`config.mk`:
```
export PLATFORM = sky130hd
export DESIGN_NAME = vgm_command_stream_parser
export DESIGN_NICKNAME = d
export VERILOG_FILES = /design/src/vcp_pkg.sv /design/src/vgm_command_stream_parser.sv /design/src/vcp_front.sv /design/src/vcp_fifo.sv /design/src/vcp_back.sv
export SDC_FILE = /design/constraint.sdc
export NUM_CORES = 1
export LEC_CHECK = 0
export BUFFER_PORTS_ARGS = -buffer_cell sky130_fd_sc_hd__buf_2
export CAP_MARGIN = 20
export CORE_MARGIN = 1
export CORE_UTILIZATION = 50
export DETAILED_ROUTE_END_ITERATION = 7
export PLACE_DENSITY = 0.77
export RECOVER_POWER = 25
export SYNTH_ARGS = -nofsm -noshare
export SYNTH_HDL_FRONTEND = slang
export SYNTH_HIERARCHICAL = 1
export SYNTH_SLANG_ARGS = --single-unit
```
`constraint.sdc`:
```
create_clock -name clk_i -period 10.6 [get_ports clk_i]
set_input_delay 0.53 -clock clk_i [delete_from_list [all_inputs] [get_ports clk_i]]
set_output_delay 0.53 -clock clk_i [all_outputs]
set_load 0.02 [all_outputs]
```
`src/vcp_pkg.sv`:
```
// Shared types, opcodes and the operand-length table for the command stream parser.
`default_nettype none

package vcp_pkg;

  // Opcodes with a defined meaning
  localparam logic [7:0] OP_REG_WRITE  = 8'hA0;
  localparam logic [7:0] OP_WAIT_N     = 8'h61;
  localparam logic [7:0] OP_WAIT_NTSC  = 8'h62;
  localparam logic [7:0] OP_WAIT_PAL   = 8'h63;
  localparam logic [7:0] OP_END_DATA   = 8'h66;
  localparam logic [7:0] OP_DATA_BLOCK = 8'h67;
  localparam logic [7:0] OP_PCM_WRITE  = 8'h68;
  localparam logic [3:0] OP_SHORT_WAIT_HI = 4'h7;  // 0x70..0x7F
  localparam logic [7:0] OP_LEN4_FIRST = 8'hE1;

  // Byte that must follow a data-block or PCM-write opcode
  localparam logic [7:0] BLOCK_MARK = 8'h66;

  localparam logic [15:0] WAIT_NTSC_SAMPLES = 16'd735;
  localparam logic [15:0] WAIT_PAL_SAMPLES  = 16'd882;

  // Byte positions inside a command
  localparam logic [3:0] POS_OPCODE     = 4'd0;
  localparam logic [3:0] POS_FIRST      = 4'd1;
  localparam logic [3:0] POS_SECOND     = 4'd2;
  localparam logic [3:0] POS_SIZE_B0    = 4'd3;
  localparam logic [3:0] POS_SIZE_B1    = 4'd4;
  localparam logic [3:0] POS_SIZE_B2    = 4'd5;
  localparam logic [3:0] POS_SIZE_B3    = 4'd6;
  localparam logic [3:0] POS_PAYLOAD    = 4'd7;
  localparam logic [3:0] PCM_HEADER_LEN = 4'd11;

  typedef enum logic [1:0] {
    KIND_WRITE = 2'd0,
    KIND_WAIT  = 2'd1,
    KIND_END   = 2'd2,
    KIND_ERROR = 2'd3
  } kind_e;

  // How the back end forms wait_count
  typedef enum logic [2:0] {
    WSEL_NONE,
    WSEL_OPERANDS,
    WSEL_NTSC,
    WSEL_PAL,
    WSEL_SHORT
  } wait_sel_e;

  // One queued result in compact form
  typedef struct packed {
    kind_e      kind;
    wait_sel_e  wsel;
    logic [7:0] lo;
    logic [7:0] hi;
  } vcp_entry_t;

  function automatic logic [2:0] operand_len(input logic [7:0] op);
    logic [2:0] len;
    len = 3'd0;
    if ((op >= 8'h30 && op <= 8'h3F) || op == 8'h4F || op == 8'h50) begin
      len = 3'd1;
    end else if ((op >= 8'h40 && op <= 8'h4E) || (op >= 8'h51 && op <= 8'h61) ||
                 (op >= 8'hA0 && op <= 8'hBF)) begin
      len = 3'd2;
    end else if (op >= 8'hC0 && op <= 8'hE0) begin
      len = 3'd3;
    end else if (op >= OP_LEN4_FIRST) begin
      len = 3'd4;
    end
    return len;
  endfunction

endpackage

`default_nettype wire

```
`src/vgm_command_stream_parser.sv`:
```
// Top level of the byte-serial sound-log command stream parser.
//
// Takes one command-stream byte per transfer on the s_axis side and groups the
// bytes into commands by the per-opcode operand length table. Each complete
// command gives at most one result transfer on the m_axis side: a chip register
// write (0xA0), a wait in 44.1 kHz samples (0x61, 0x62, 0x63, 0x70..0x7F) or an
// end-of-data mark (0x66); parsing carries on after end-of-data. Data blocks
// (0x67) and PCM RAM writes (0x68) are checked for their 0x66 mark and skipped,
// payload included. A missing mark yields one format-error result, after which
// the input keeps being accepted but is ignored until reset. The block takes one
// byte per clock cycle while s_axis_tready is high, updating the parse state as
// each byte is accepted. A result enters a queue of FifoDepth entries when the
// byte completing it is accepted and moves on into an output register when free;
// s_axis_tready drops only while that queue is full.
`default_nettype none

module vgm_command_stream_parser
  import vcp_pkg::*;
#(
  parameter int FifoDepth = 4
) (
  input  wire         clk_i,
  input  wire         rst_ni,

  input  wire         s_axis_tvalid,
  output logic        s_axis_tready,
  input  wire  [7:0]  s_axis_tdata,   // [7:0] data_byte

  output logic        m_axis_tvalid,
  input  wire         m_axis_tready,
  output logic [31:0] m_axis_tdata,   // [7:0] reg_index, [15:8] reg_value,
                                      // [31:16] wait_count
  output logic [1:0]  m_axis_tuser    // [1:0] kind
);

  vcp_entry_t  push_entry, head_entry;
  logic        push, pop, full, empty;
  kind_e       kind;
  logic [7:0]  reg_index, reg_value;
  logic [15:0] wait_count;

  // Front: framing and classification
  vcp_front u_front (
    .clk_i   (clk_i),
    .rst_ni  (rst_ni),
    .valid_i (s_axis_tvalid),
    .byte_i  (s_axis_tdata),
    .full_i  (full),
    .ready_o (s_axis_tready),
    .push_o  (push),
    .entry_o (push_entry)
  );

  // Queue decouples front stalls from sink backpressure
  vcp_fifo #(
    .Depth (FifoDepth)
  ) u_fifo (
    .clk_i   (clk_i),
    .rst_ni  (rst_ni),
    .push_i  (push),
    .entry_i (push_entry),
    .pop_i   (pop),
    .head_o  (head_entry),
    .full_o  (full),
    .empty_o (empty)
  );

  // Back: field expansion and output register
  vcp_back u_back (
    .clk_i        (clk_i),
    .rst_ni       (rst_ni),
    .empty_i      (empty),
    .head_i       (head_entry),
    .pop_o        (pop),
    .valid_o      (m_axis_tvalid),
    .ready_i      (m_axis_tready),
    .kind_o       (kind),
    .reg_index_o  (reg_index),
    .reg_value_o  (reg_value),
    .wait_count_o (wait_count)
  );

  assign m_axis_tdata = {wait_count, reg_value, reg_index};
  assign m_axis_tuser = kind;

  a_fifo_to_output: assert property (@(posedge clk_i) disable iff (!rst_ni)
    (!empty && !m_axis_tvalid) |=> m_axis_tvalid)
    else $error("queued result not moved to the output register");

endmodule

`default_nettype wire

```
`src/vcp_front.sv`:
```
// Front end: accepts stream bytes, tracks command framing and queues results.
`default_nettype none

module vcp_front
  import vcp_pkg::*;
(
  input  wire        clk_i,
  input  wire        rst_ni,
  input  wire        valid_i,
  input  wire  [7:0] byte_i,
  input  wire        full_i,
  output logic       ready_o,
  output logic       push_o,
  output vcp_entry_t entry_o
);

  logic [7:0]  opcode_q, opcode_d;
  logic [3:0]  pos_q, pos_d;
  logic [7:0]  first_q, first_d;
  logic [31:0] skip_q, skip_d;
  logic        halted_q, halted_d;
  logic        accept;

  assign ready_o = ~full_i;
  assign accept  = valid_i & ready_o;

  always_comb begin
    opcode_d = opcode_q;
    pos_d    = pos_q;
    first_d  = first_q;
    skip_d   = skip_q;
    halted_d = halted_q;
    push_o   = 1'b0;
    entry_o  = '{kind: KIND_WRITE, wsel: WSEL_NONE, lo: 8'h00, hi: 8'h00};

    if (accept && !halted_q) begin
      if (pos_q == POS_OPCODE) begin
        opcode_d = byte_i;
        first_d  = 8'h00;
        skip_d   = 32'd0;
        if (byte_i == OP_DATA_BLOCK || byte_i == OP_PCM_WRITE ||
            operand_len(byte_i) != 3'd0) begin
          pos_d = POS_FIRST;
        end else begin
          case (byte_i)
            OP_WAIT_NTSC: begin
              push_o        = 1'b1;
              entry_o.kind  = KIND_WAIT;
              entry_o.wsel  = WSEL_NTSC;
            end
            OP_WAIT_PAL: begin
              push_o        = 1'b1;
              entry_o.kind  = KIND_WAIT;
              entry_o.wsel  = WSEL_PAL;
            end
            OP_END_DATA: begin
              push_o        = 1'b1;
              entry_o.kind  = KIND_END;
            end
            default: begin
              if (byte_i[7:4] == OP_SHORT_WAIT_HI) begin
                push_o       = 1'b1;
                entry_o.kind = KIND_WAIT;
                entry_o.wsel = WSEL_SHORT;
                entry_o.lo   = byte_i;
              end
            end
          endcase
        end
      end else if (opcode_q == OP_DATA_BLOCK || opcode_q == OP_PCM_WRITE) begin
        if (pos_q == POS_FIRST && byte_i != BLOCK_MARK) begin
          // missing mark: report once and stop until reset
          halted_d     = 1'b1;
          pos_d        = POS_OPCODE;
          push_o       = 1'b1;
          entry_o.kind = KIND_ERROR;
        end else if (opcode_q == OP_PCM_WRITE) begin
          pos_d = (pos_q >= PCM_HEADER_LEN) ? POS_OPCODE : pos_q + 4'd1;
        end else if (pos_q == POS_PAYLOAD) begin
          skip_d = skip_q - 32'd1;
          if (skip_q == 32'd1) begin
            pos_d = POS_OPCODE;
          end
        end else begin
          pos_d = pos_q + 4'd1;
          case (pos_q)
            POS_SIZE_B0: skip_d[7:0]   = byte_i;
            POS_SIZE_B1: skip_d[15:8]  = byte_i;
            POS_SIZE_B2: skip_d[23:16] = byte_i;
            POS_SIZE_B3: begin
              skip_d[31:24] = byte_i;
              pos_d = ({byte_i, skip_q[23:0]} == 32'd0) ? POS_OPCODE : POS_PAYLOAD;
            end
            default: ;
          endcase
        end
      end else begin
        if (pos_q == POS_FIRST) begin
          first_d = byte_i;
        end
        if (pos_q < {1'b0, operand_len(opcode_q)}) begin
          pos_d = pos_q + 4'd1;
        end else begin
          pos_d = POS_OPCODE;
          // both two-operand results complete on the second operand byte
          if (opcode_q == OP_REG_WRITE) begin
            push_o       = 1'b1;
            entry_o.kind = KIND_WRITE;
            entry_o.lo   = first_q;
            entry_o.hi   = byte_i;
          end else if (opcode_q == OP_WAIT_N) begin
            push_o       = 1'b1;
            entry_o.kind = KIND_WAIT;
            entry_o.wsel = WSEL_OPERANDS;
            entry_o.lo   = first_q;
            entry_o.hi   = byte_i;
          end
        end
      end
    end
  end

  always_ff @(posedge clk_i or negedge rst_ni) begin
    if (!rst_ni) begin
      opcode_q <= 8'h00;
      pos_q    <= POS_OPCODE;
      first_q  <= 8'h00;
      skip_q   <= 32'd0;
      halted_q <= 1'b0;
    end else begin
      opcode_q <= opcode_d;
      pos_q    <= pos_d;
      first_q  <= first_d;
      skip_q   <= skip_d;
      halted_q <= halted_d;
    end
  end

  a_halt_sticky: assert property (@(posedge clk_i) disable iff (!rst_ni)
    halted_q |=> halted_q)
    else $error("halt flag cleared without reset");

  // a PCM write also walks through this position while counting its header
  a_payload_only_in_block: assert property (@(posedge clk_i) disable iff (!rst_ni)
    (pos_q == POS_PAYLOAD && opcode_q != OP_PCM_WRITE) |->
      (opcode_q == OP_DATA_BLOCK && skip_q != 32'd0))
    else $error("payload skip outside a data block");

endmodule

`default_nettype wire

```
`src/vcp_fifo.sv`:
```
// Small result queue between the parser front end and the output stage.
`default_nettype none

module vcp_fifo
  import vcp_pkg::*;
#(
  parameter int Depth = 4
) (
  input  wire        clk_i,
  input  wire        rst_ni,
  input  wire        push_i,
  input  vcp_entry_t entry_i,
  input  wire        pop_i,
  output vcp_entry_t head_o,
  output logic       full_o,
  output logic       empty_o
);

  localparam int AddrW = $clog2(Depth);
  localparam int CntW  = $clog2(Depth + 1);
  localparam logic [AddrW-1:0] LastAddr = AddrW'(Depth - 1);

  vcp_entry_t     mem_q [Depth];
  logic [AddrW-1:0] wr_ptr_q, rd_ptr_q;
  logic [CntW-1:0]  count_q;

  assign full_o  = (count_q == CntW'(Depth));
  assign empty_o = (count_q == '0);
  assign head_o  = mem_q[rd_ptr_q];

  always_ff @(posedge clk_i) begin
    if (push_i) begin
      mem_q[wr_ptr_q] <= entry_i;
    end
  end

  always_ff @(posedge clk_i or negedge rst_ni) begin
    if (!rst_ni) begin
      wr_ptr_q <= '0;
      rd_ptr_q <= '0;
      count_q  <= '0;
    end else begin
      if (push_i) begin
        wr_ptr_q <= (wr_ptr_q == LastAddr) ? '0 : wr_ptr_q + 1'b1;
      end
      if (pop_i) begin
        rd_ptr_q <= (rd_ptr_q == LastAddr) ? '0 : rd_ptr_q + 1'b1;
      end
      if (push_i && !pop_i) begin
        count_q <= count_q + 1'b1;
      end else if (pop_i && !push_i) begin
        count_q <= count_q - 1'b1;
      end
    end
  end

  a_no_push_full: assert property (@(posedge clk_i) disable iff (!rst_ni)
    full_o |-> !push_i)
    else $error("write into a full queue");

  a_no_pop_empty: assert property (@(posedge clk_i) disable iff (!rst_ni)
    empty_o |-> !pop_i)
    else $error("read from an empty queue");

endmodule

`default_nettype wire

```
`src/vcp_back.sv`:
```
// Output stage: expands queued results into full fields and holds them for the sink.
`default_nettype none

module vcp_back
  import vcp_pkg::*;
(
  input  wire         clk_i,
  input  wire         rst_ni,
  input  wire         empty_i,
  input  vcp_entry_t  head_i,
  output logic        pop_o,
  output logic        valid_o,
  input  wire         ready_i,
  output kind_e       kind_o,
  output logic [7:0]  reg_index_o,
  output logic [7:0]  reg_value_o,
  output logic [15:0] wait_count_o
);

  logic        valid_q;
  kind_e       kind_q;
  logic [7:0]  index_q, index_d;
  logic [7:0]  value_q, value_d;
  logic [15:0] wait_q, wait_d;

  assign pop_o = ~empty_i & (~valid_q | ready_i);

  always_comb begin
    index_d = 8'h00;
    value_d = 8'h00;
    if (head_i.kind == KIND_WRITE) begin
      index_d = head_i.lo;
      value_d = head_i.hi;
    end
    case (head_i.wsel)
      WSEL_OPERANDS: wait_d = {head_i.hi, head_i.lo};
      WSEL_NTSC:     wait_d = WAIT_NTSC_SAMPLES;
      WSEL_PAL:      wait_d = WAIT_PAL_SAMPLES;
      WSEL_SHORT:    wait_d = {12'h000, head_i.lo[3:0]} + 16'd1;
      default:       wait_d = 16'd0;
    endcase
  end

  always_ff @(posedge clk_i or negedge rst_ni) begin
    if (!rst_ni) begin
      valid_q <= 1'b0;
    end else if (pop_o) begin
      valid_q <= 1'b1;
    end else if (ready_i) begin
      valid_q <= 1'b0;
    end
  end

  always_ff @(posedge clk_i) begin
    if (pop_o) begin
      kind_q  <= head_i.kind;
      index_q <= index_d;
      value_q <= value_d;
      wait_q  <= wait_d;
    end
  end

  assign valid_o      = valid_q;
  assign kind_o       = kind_q;
  assign reg_index_o  = index_q;
  assign reg_value_o  = value_q;
  assign wait_count_o = wait_q;

endmodule

`default_nettype wire
```
==> results of run 1 <==
[worst max path at each step]
stage                           to  cells past startpoint
6_report       u_fifo/mem_q[3][16]                     11
5_1_grt        u_fifo/mem_q[3][14]                     11
4_1_cts        u_fifo/mem_q[3][12]                     11
3_5_place_dp    u_fifo/mem_q[3][5]                     11
3_3_place_gp    u_fifo/mem_q[1][5]                     11
2_1_floorplan    u_fifo/count_q[2]                     17
[worst register-to-register path: stages, from the launching register on]
cell and delay, ns:
dfrtp_1 0.47, nand4bb_4 0.31, nor4_1 0.50, nor2_1 0.09, nand3_1 0.11, o221ai_1 0.16, ha_1 0.37, nand4_1 0.15
o31ai_4 0.34, nand3_1 0.23, a21oi_1 0.50, and2_1 0.98
[stage by stage]
| stage | util | instance area [µm²] | setup slack (ns) | total power [mW] | hold WS (ns) |
|---|---|---|---|---|---|
| after global placement | 0.5308 | 9149 | 6.404 | 1.919 | 0.4689 |
| final | 0.5608 | 9666 | 5.991 | 2.560 | 0.2939 |
| after detailed placement | 0.5308 | 9149 | 6.097 | 1.971 | 0.4788 |
| after CTS | 0.5626 | 9697 | 6.010 | 2.561 | 0.2791 |
| after global routing | 0.5608 | 9666 | 5.782 | 2.695 | 0.3108 |
| after floorplan | - | 8811 | 6.888 | 1.777 | 0.2344 |
[registers in the layout, indices dropped and copies added (netlist names)]
name,count
u_front/first_q,8
u_fifo/mem_q,84
u_back/reg_index_o,8
u_fifo/count_q,3
u_front/skip_q,32
u_front/halted_q,1
u_fifo/wr_ptr_q,2
u_front/opcode_q,8
u_front/pos_q,4
u_back/reg_value_o,8
u_fifo/rd_ptr_q,2
u_back/kind_o,2
u_back/valid_o,1
u_back/wait_count_o,16
[cell usage after synthesis, types with 4 or more instances]
cell,instances
nand2b_1,5
o21ai_0,18
dfrtp_1,61
mux2_2,10
o21a_1,6
edfxtp_1,118
nand3b_1,4
o22ai_1,4
a21oi_1,47
and2_1,36
nand4_1,6
o22a_1,18
inv_1,17
buf_6,4
mux4_2,18
a31o_2,5
nand3_1,16
a21o_1,9
nor2_1,53
buf_2,8
nor3b_1,8
xor2_1,4
nor2b_1,4
ha_1,16
nand2_1,24
nor4_1,11
clkbuf_1,19
a31oi_1,16
a22o_1,14
nor3_1,16
[power breakdown]
| part | internal [mW] | switching, mW |
|---|---|---|
| Sequential | 0.913 | 0.179 |
| Clock | 0.327 | 0.265 |
| Combinational | 0.381 | 0.497 |
| Total | 1.62 | 0.940 |
[final cells by class]
type | instances | area [µm²]
timing repair buffer | 52 | 237.7
sequential | 179 | 5070
clock buffer | 22 | 444.2
inverter | 18 | 67.56
fill | 1414 | 7571
clock inverter | 10 | 103.9
multi-input combinational | 452 | 3461
tap | 225 | 281.5
[logic make-up (layout without fill, tap and decap cells)]
| family | after synthesis | in the layout | share of synthesized area |
|---|---|---|---|
| xor gates and xnor gates | 5 | 5 | 0.004970 |
| adders and majority gates | 17 | 17 | 0.02499 |
| and+or+nand+nor | 219 | 219 | 0.1483 |
| buffers and inverters | 54 | 102 | 0.03181 |
| muxes | 32 | 32 | 0.06887 |
| DFF | 179 | 179 | 0.5754 |
| AOI/OAI and AO/OA | 179 | 179 | 0.1457 |
[layer usage]
metal	vias to the layer above	routed length, µm	share of wire	GRT usage
met4	0	483	0.026	0.09551
met1	2887	7675	0.41	0.2614
met5	-	0	0	0
met2	255	9230	0.50	0.3617
met3	47	1121	0.061	0.04392
li1	2724	-	-	-
==> flow_summary.yaml, run 1 <==
drt:
  dr.pass1.iters: 5
  drc: 0
  wl_per_cell_um: 19.32
  drt-initial-drc-count: 503
  vias_per_cell: 6.172
  finalWirelength_um: 18510
  ant_nets: 0
  vias: 5913
worst_setup_path:
  max_stage_delay_ns: 0.98
  cp_max_fo: 21
  crit_path_start_kind: "flip-flop"
  cp.arrival_ns: 4.66
  worstReg2RegEnd: "u_fifo/mem_q[3][16]"
  crit_start: "u_front/opcode_q[4]"
  cp.required_ns: 10.65
  cpMaxStageDelayCell: "and2_1"
  r2r_slack_ns: 5.99
  cp.buffers_inverters: 0
  cp_cell_sequence: "nand4bb_4 -> nor4_1 -> nor2_1 -> nand3_1 -> o221ai_1 -> ha_1 -> nand4_1 -> o31ai_4 -> nand3_1 -> a21oi_1 -> and2_1"
  cpMostUsedCell: "nand3_1"
  setup.worst_path.end_class: "flip-flop"
  cpLargestDelayFamily: "simple AND/OR/NAND/NOR gates"
  r2r-start: "u_front/opcode_q[4]"
  reg2reg_depth: 11
  path_class: "reg2reg"
layout:
  drive_gt1_frac: 0.1528
  final_common_cell: "edfxtp_1"
  area_growth_pct: 9.699
  nets: 749
  antennaDiodeCount: 0
  final_cell_mix: "118 x edfxtp_1, 61 x dfrtp_1, 53 x nor2_1"
  stdcell_count: 958
floorplanning:
  rows: 48
  start_util: 0.5112
  dieArea_mm2: 0.01816
  die_h_um: 134.7
  ios: 48
  core_area_mm2: 0.01724
  die_x_um: 134.7
placed_design:
  gp_congestion: 0.9403
  dp.cells: 924
  portBuffers: 47
  dp_hpwl_um: 12450
global_routing:
  grt_pass1_wl_um: 29410
  antenna_found_initial: 0
  grt_pass1_vias: 5775
  grt_max_degree: 62
  grt.total_usage: 0.2125
  grt_remaining_overflow: 0
yosys:
  syn_nets: 714
  synthCells: 685
  synth_top_area_frac: 0.4022
  yosysTopAreaCell: "edfxtp_1"
  synthTopCellsByArea: "edfxtp_1 40%, dfrtp_1 17%, mux4_2 4.6%, a21oi_1 2.7%, and2_1 2.6%"
  ys_seq_area_frac: 0.5754
  ys_types: 86
  ys_ff_latch: 179
  avgSynthCellArea_um2: 12.86
  synthFlopType: "edfxtp_1"
  ys_warn_count: 6
  synth-edff-count: 118
  async_flop_share: 0.3408
  synth_area_mm2: 0.008811
clocking:
  ctsHoldBuffers: 0
  cts.path.max_buffers: 2
  post-cts-setup-buffer-count: 0
  cts-resized-gates: 0
  path_clk_slew_ns: 0.07
  cts_buffers: 17
  htreeDepth: 4
  clock_latency_ns: 0.44
  cts_tree: "done"
  cts_root_buf: "clkbuf_16"
  cts_sinks: 179
worst_hold_path:
  hp-start: "m_axis_tready"
  worstHoldEndpoint: "u_back/valid_o"
  holdPathStages: 2
  min_path_type: "in2reg"
pwr:
  p_per_area_mw_per_mm2: 264.9
  max-vdd-ir-drop_uv: 184.6
  leakage_nw: 3.578
sta:
  fin_crit_sh: 0.4348
  report.final.setup_viol: 0
  clock.fmax_mhz: 217.0
  period_minus_slack_ns: 4.609
  max-slew-margin-rel: -1.248
  tightest_slew_ns: 3.372
  fin_skew_ns: 0.01489
  rsz0062_at_grt: "false"
  fin_tns_setup_ns: 0
  maxSlewViolCount: 95
  finalHoldViolations: 0
run_status:
  violations: "max-capacitance violations, max-slew violations"
  status: "finished with violations"
run:
  maxCapViolCount: 2
No activity file was read; power rests on OpenSTA's default activity.
==> run 2, diff against run 1 <==
==> constraint.sdc (replaced) <==
create_clock -name clk_i -period 4.47 [get_ports clk_i]
set_input_delay 0.2235 -clock clk_i [delete_from_list [all_inputs] [get_ports clk_i]]
set_output_delay 0.2235 -clock clk_i [all_outputs]
set_load 0.02 [all_outputs]
==> run 2 against run 1 <==
Effect of this change: sequential power is 140% higher; via count is 2.0% higher; first-iteration DRC count is 14% higher; sequential share of layout area is 0.39 points lower; clock skew hardly changed; highest routed layer unchanged; flip-flop and latch count stayed put; non-clock buffer count is 6 higher; critical path depth is 5 higher; die area stayed put; the run still ends with max-capacitance violations, max-slew violations left; global-route usage is 1.2 points higher.
==> flow_summary.yaml, run 2 (synthesized netlist as in run 1, its figures left out) <==
worst_setup_path:
  crit_end: "u_fifo/count_q[2]"
  worstReg2RegEnd: "u_fifo/count_q[2]"
  crit_path_start_kind: "flip-flop"
  path_class: "reg2reg"
  cp.required_ns: 4.83
  r2r-start: "u_front/opcode_q[2]"
  setup.worst_path.end_class: "flip-flop"
  cp_cell_sequence: "nor4_1 -> nor2b_1 -> nor2_1 -> nand3_1 -> o221ai_1 -> ha_1 -> nand4_1 -> o31ai_4 -> nand3_1 -> a21oi_2 -> ha_1 -> inv_1 -> fa_1 -> xor2_1 -> nor2_1 -> xor2_1"
  crit_cells: 16
  reg2reg_depth: 16
  cp_max_fo: 9
  max_stage_delay_ns: 0.47
  cp.buffers_inverters: 1
  crit_start: "u_front/opcode_q[2]"
  cp.arrival_ns: 4.41
  cpMaxStageDelayCell: "nor4_1"
  r2r_slack_ns: 0.42
  cpLargestDelayFamily: "simple AND/OR/NAND/NOR gates"
global_routing:
  antenna_found_initial: 0
  grt_pass1_wl_um: 30860
  grt.total_usage: 0.2244
  grt_max_degree: 62
  grt_remaining_overflow: 0
  grt_pass1_vias: 5909
layout:
  drive_gt1_frac: 0.1475
  area_growth_pct: 10.52
  antennaDiodeCount: 0
  utilization: 0.5650
  final_cell_mix: "118 x edfxtp_1, 61 x dfrtp_1, 53 x nor2_1"
  largest_register_ffs: 84
  nets: 755
  top_register: "u_fifo/mem_q"
  design_area_mm2: 0.009738
  final_common_cell: "edfxtp_1"
placed_design:
  dp_slack_ns: 0.1655
  dp_hpwl_um: 12800
  portBuffers: 47
  gp_congestion: 0.9486
  placed_cell_area_mm2: 0.009194
floorplanning:
  rows: 48
  core_area_mm2: 0.01724
  dieArea_mm2: 0.01816
  die_h_um: 134.7
  ios: 48
  start_util: 0.5112
  die_x_um: 134.7
worst_hold_path:
  min_path_type: "in2reg"
sta:
  report.final.setup_viol: 0
  fin_tns_setup_ns: 0
  tightest_slew_ns: 3.341
  hold-worst-slack_ns: 0.1737
  finalHoldViolations: 0
  worst_slack_ns: 0.4153
  rsz0062_at_grt: "false"
  fin_skew_ns: 0.01492
  clock.fmax_mhz: 246.6
  maxSlewViolCount: 100
  max-slew-margin-rel: -1.227
  period_minus_slack_ns: 4.055
  fin_crit_sh: 0.9071
drt:
  vias_per_cell: 6.254
  wl_per_cell_um: 20.05
  dr.pass1.iters: 5
  dr_wl_met3_um: 1254
  vias: 6029
  drc: 0
  met1Wirelength_um: 7827
  finalWirelength_um: 19320
  wl_met2_um: 9784
  ant_nets: 0
  drt-initial-drc-count: 573
  maxUsedRoutingLayer: "met4"
clocking:
  cts_tree: "done"
  post-cts-setup-buffer-count: 0
  htreeDepth: 4
  cts_root_buf: "clkbuf_16"
  cts.path.max_buffers: 2
  path_clk_slew_ns: 0.07
  clock_latency_ns: 0.44
  cts_buffers: 17
  cts_sinks: 179
run:
  maxCapViolCount: 2
pwr:
  leakage_nw: 3.589
  max-vdd-ir-drop_uv: 416.8
  p_per_area_mw_per_mm2: 629.6
run_status:
  violations: "max-capacitance violations, max-slew violations"
  status: "finished with violations"
## run 2: worst min path at each step
stage / depth (start not counted) / start / slack [ns] / to
2_1_floorplan: 0 / rst_ni / -0.07 / u_back/valid_o
3_3_place_gp: 2 / rst_ni / 0.42 / u_front/skip_q[17]
3_5_place_dp: 2 / rst_ni / 0.44 / u_front/skip_q[19]
4_1_cts: 2 / s_axis_tdata[4] / 0.15 / u_front/first_q[4]
5_1_grt: 2 / s_axis_tdata[4] / 0.16 / u_front/first_q[4]
6_report: 2 / s_axis_tdata[7] / 0.17 / u_front/opcode_q[7]
## run 2: worst register-to-register path, stage by stage (launching register included)
cell	delay [ns]
dfrtp_1	0.46
nor4_1	0.47
nor2b_1	0.27
nor2_1	0.07
nand3_1	0.09
o221ai_1	0.13
ha_1	0.33
nand4_1	0.14
o31ai_4	0.32
nand3_1	0.22
a21oi_2	0.35
ha_1	0.25
inv_1	0.06
fa_1	0.38
xor2_1	0.15
nor2_1	0.12
xor2_1	0.20
## run 2: stage by stage
| step | std cells | power (mW) |
|---|---|---|
| after floorplan | 685 | 4.214 |
| after global placement | 930 | 4.571 |
| after detailed placement | 930 | 4.692 |
| after CTS | 964 | 6.146 |
| after global routing | 964 | 6.465 |
| final | 964 | 6.131 |
## run 2: per-layer routing
| layer | track usage | up-vias |
|---|---|---|
| li1 | - | 2737 |
| met1 | 0.2777 | 2977 |
| met2 | 0.3783 | 273 |
| met3 | 0.05330 | 42 |
| met4 | 0.09301 | 0 |
| met5 | 0 | - |
## run 2: timing repair
item,4_1_cts,5_1_grt
endpoints found under the setup margin,0,2
gates resized for setup,0,2
hold buffers,2,0
endpoints found under the hold margin,62,0
## run 2: area by class of cell
class / count / area, µm²
fillers: 1377 / 7498
flip-flops and latches: 179 / 5070
multi-input cells: 452 / 3482
clock buffers: 17 / 425.4
well taps: 225 / 281.5
repair buffers: 58 / 271.5
clock inverters: 15 / 140.1
inverters: 18 / 67.56
## run 2: report_power, final
part	internal [mW]	total (mW)	switching, mW
combinational	0.898	2.07	1.17
clock	0.780	1.44	0.661
sequential	2.16	2.62	0.459
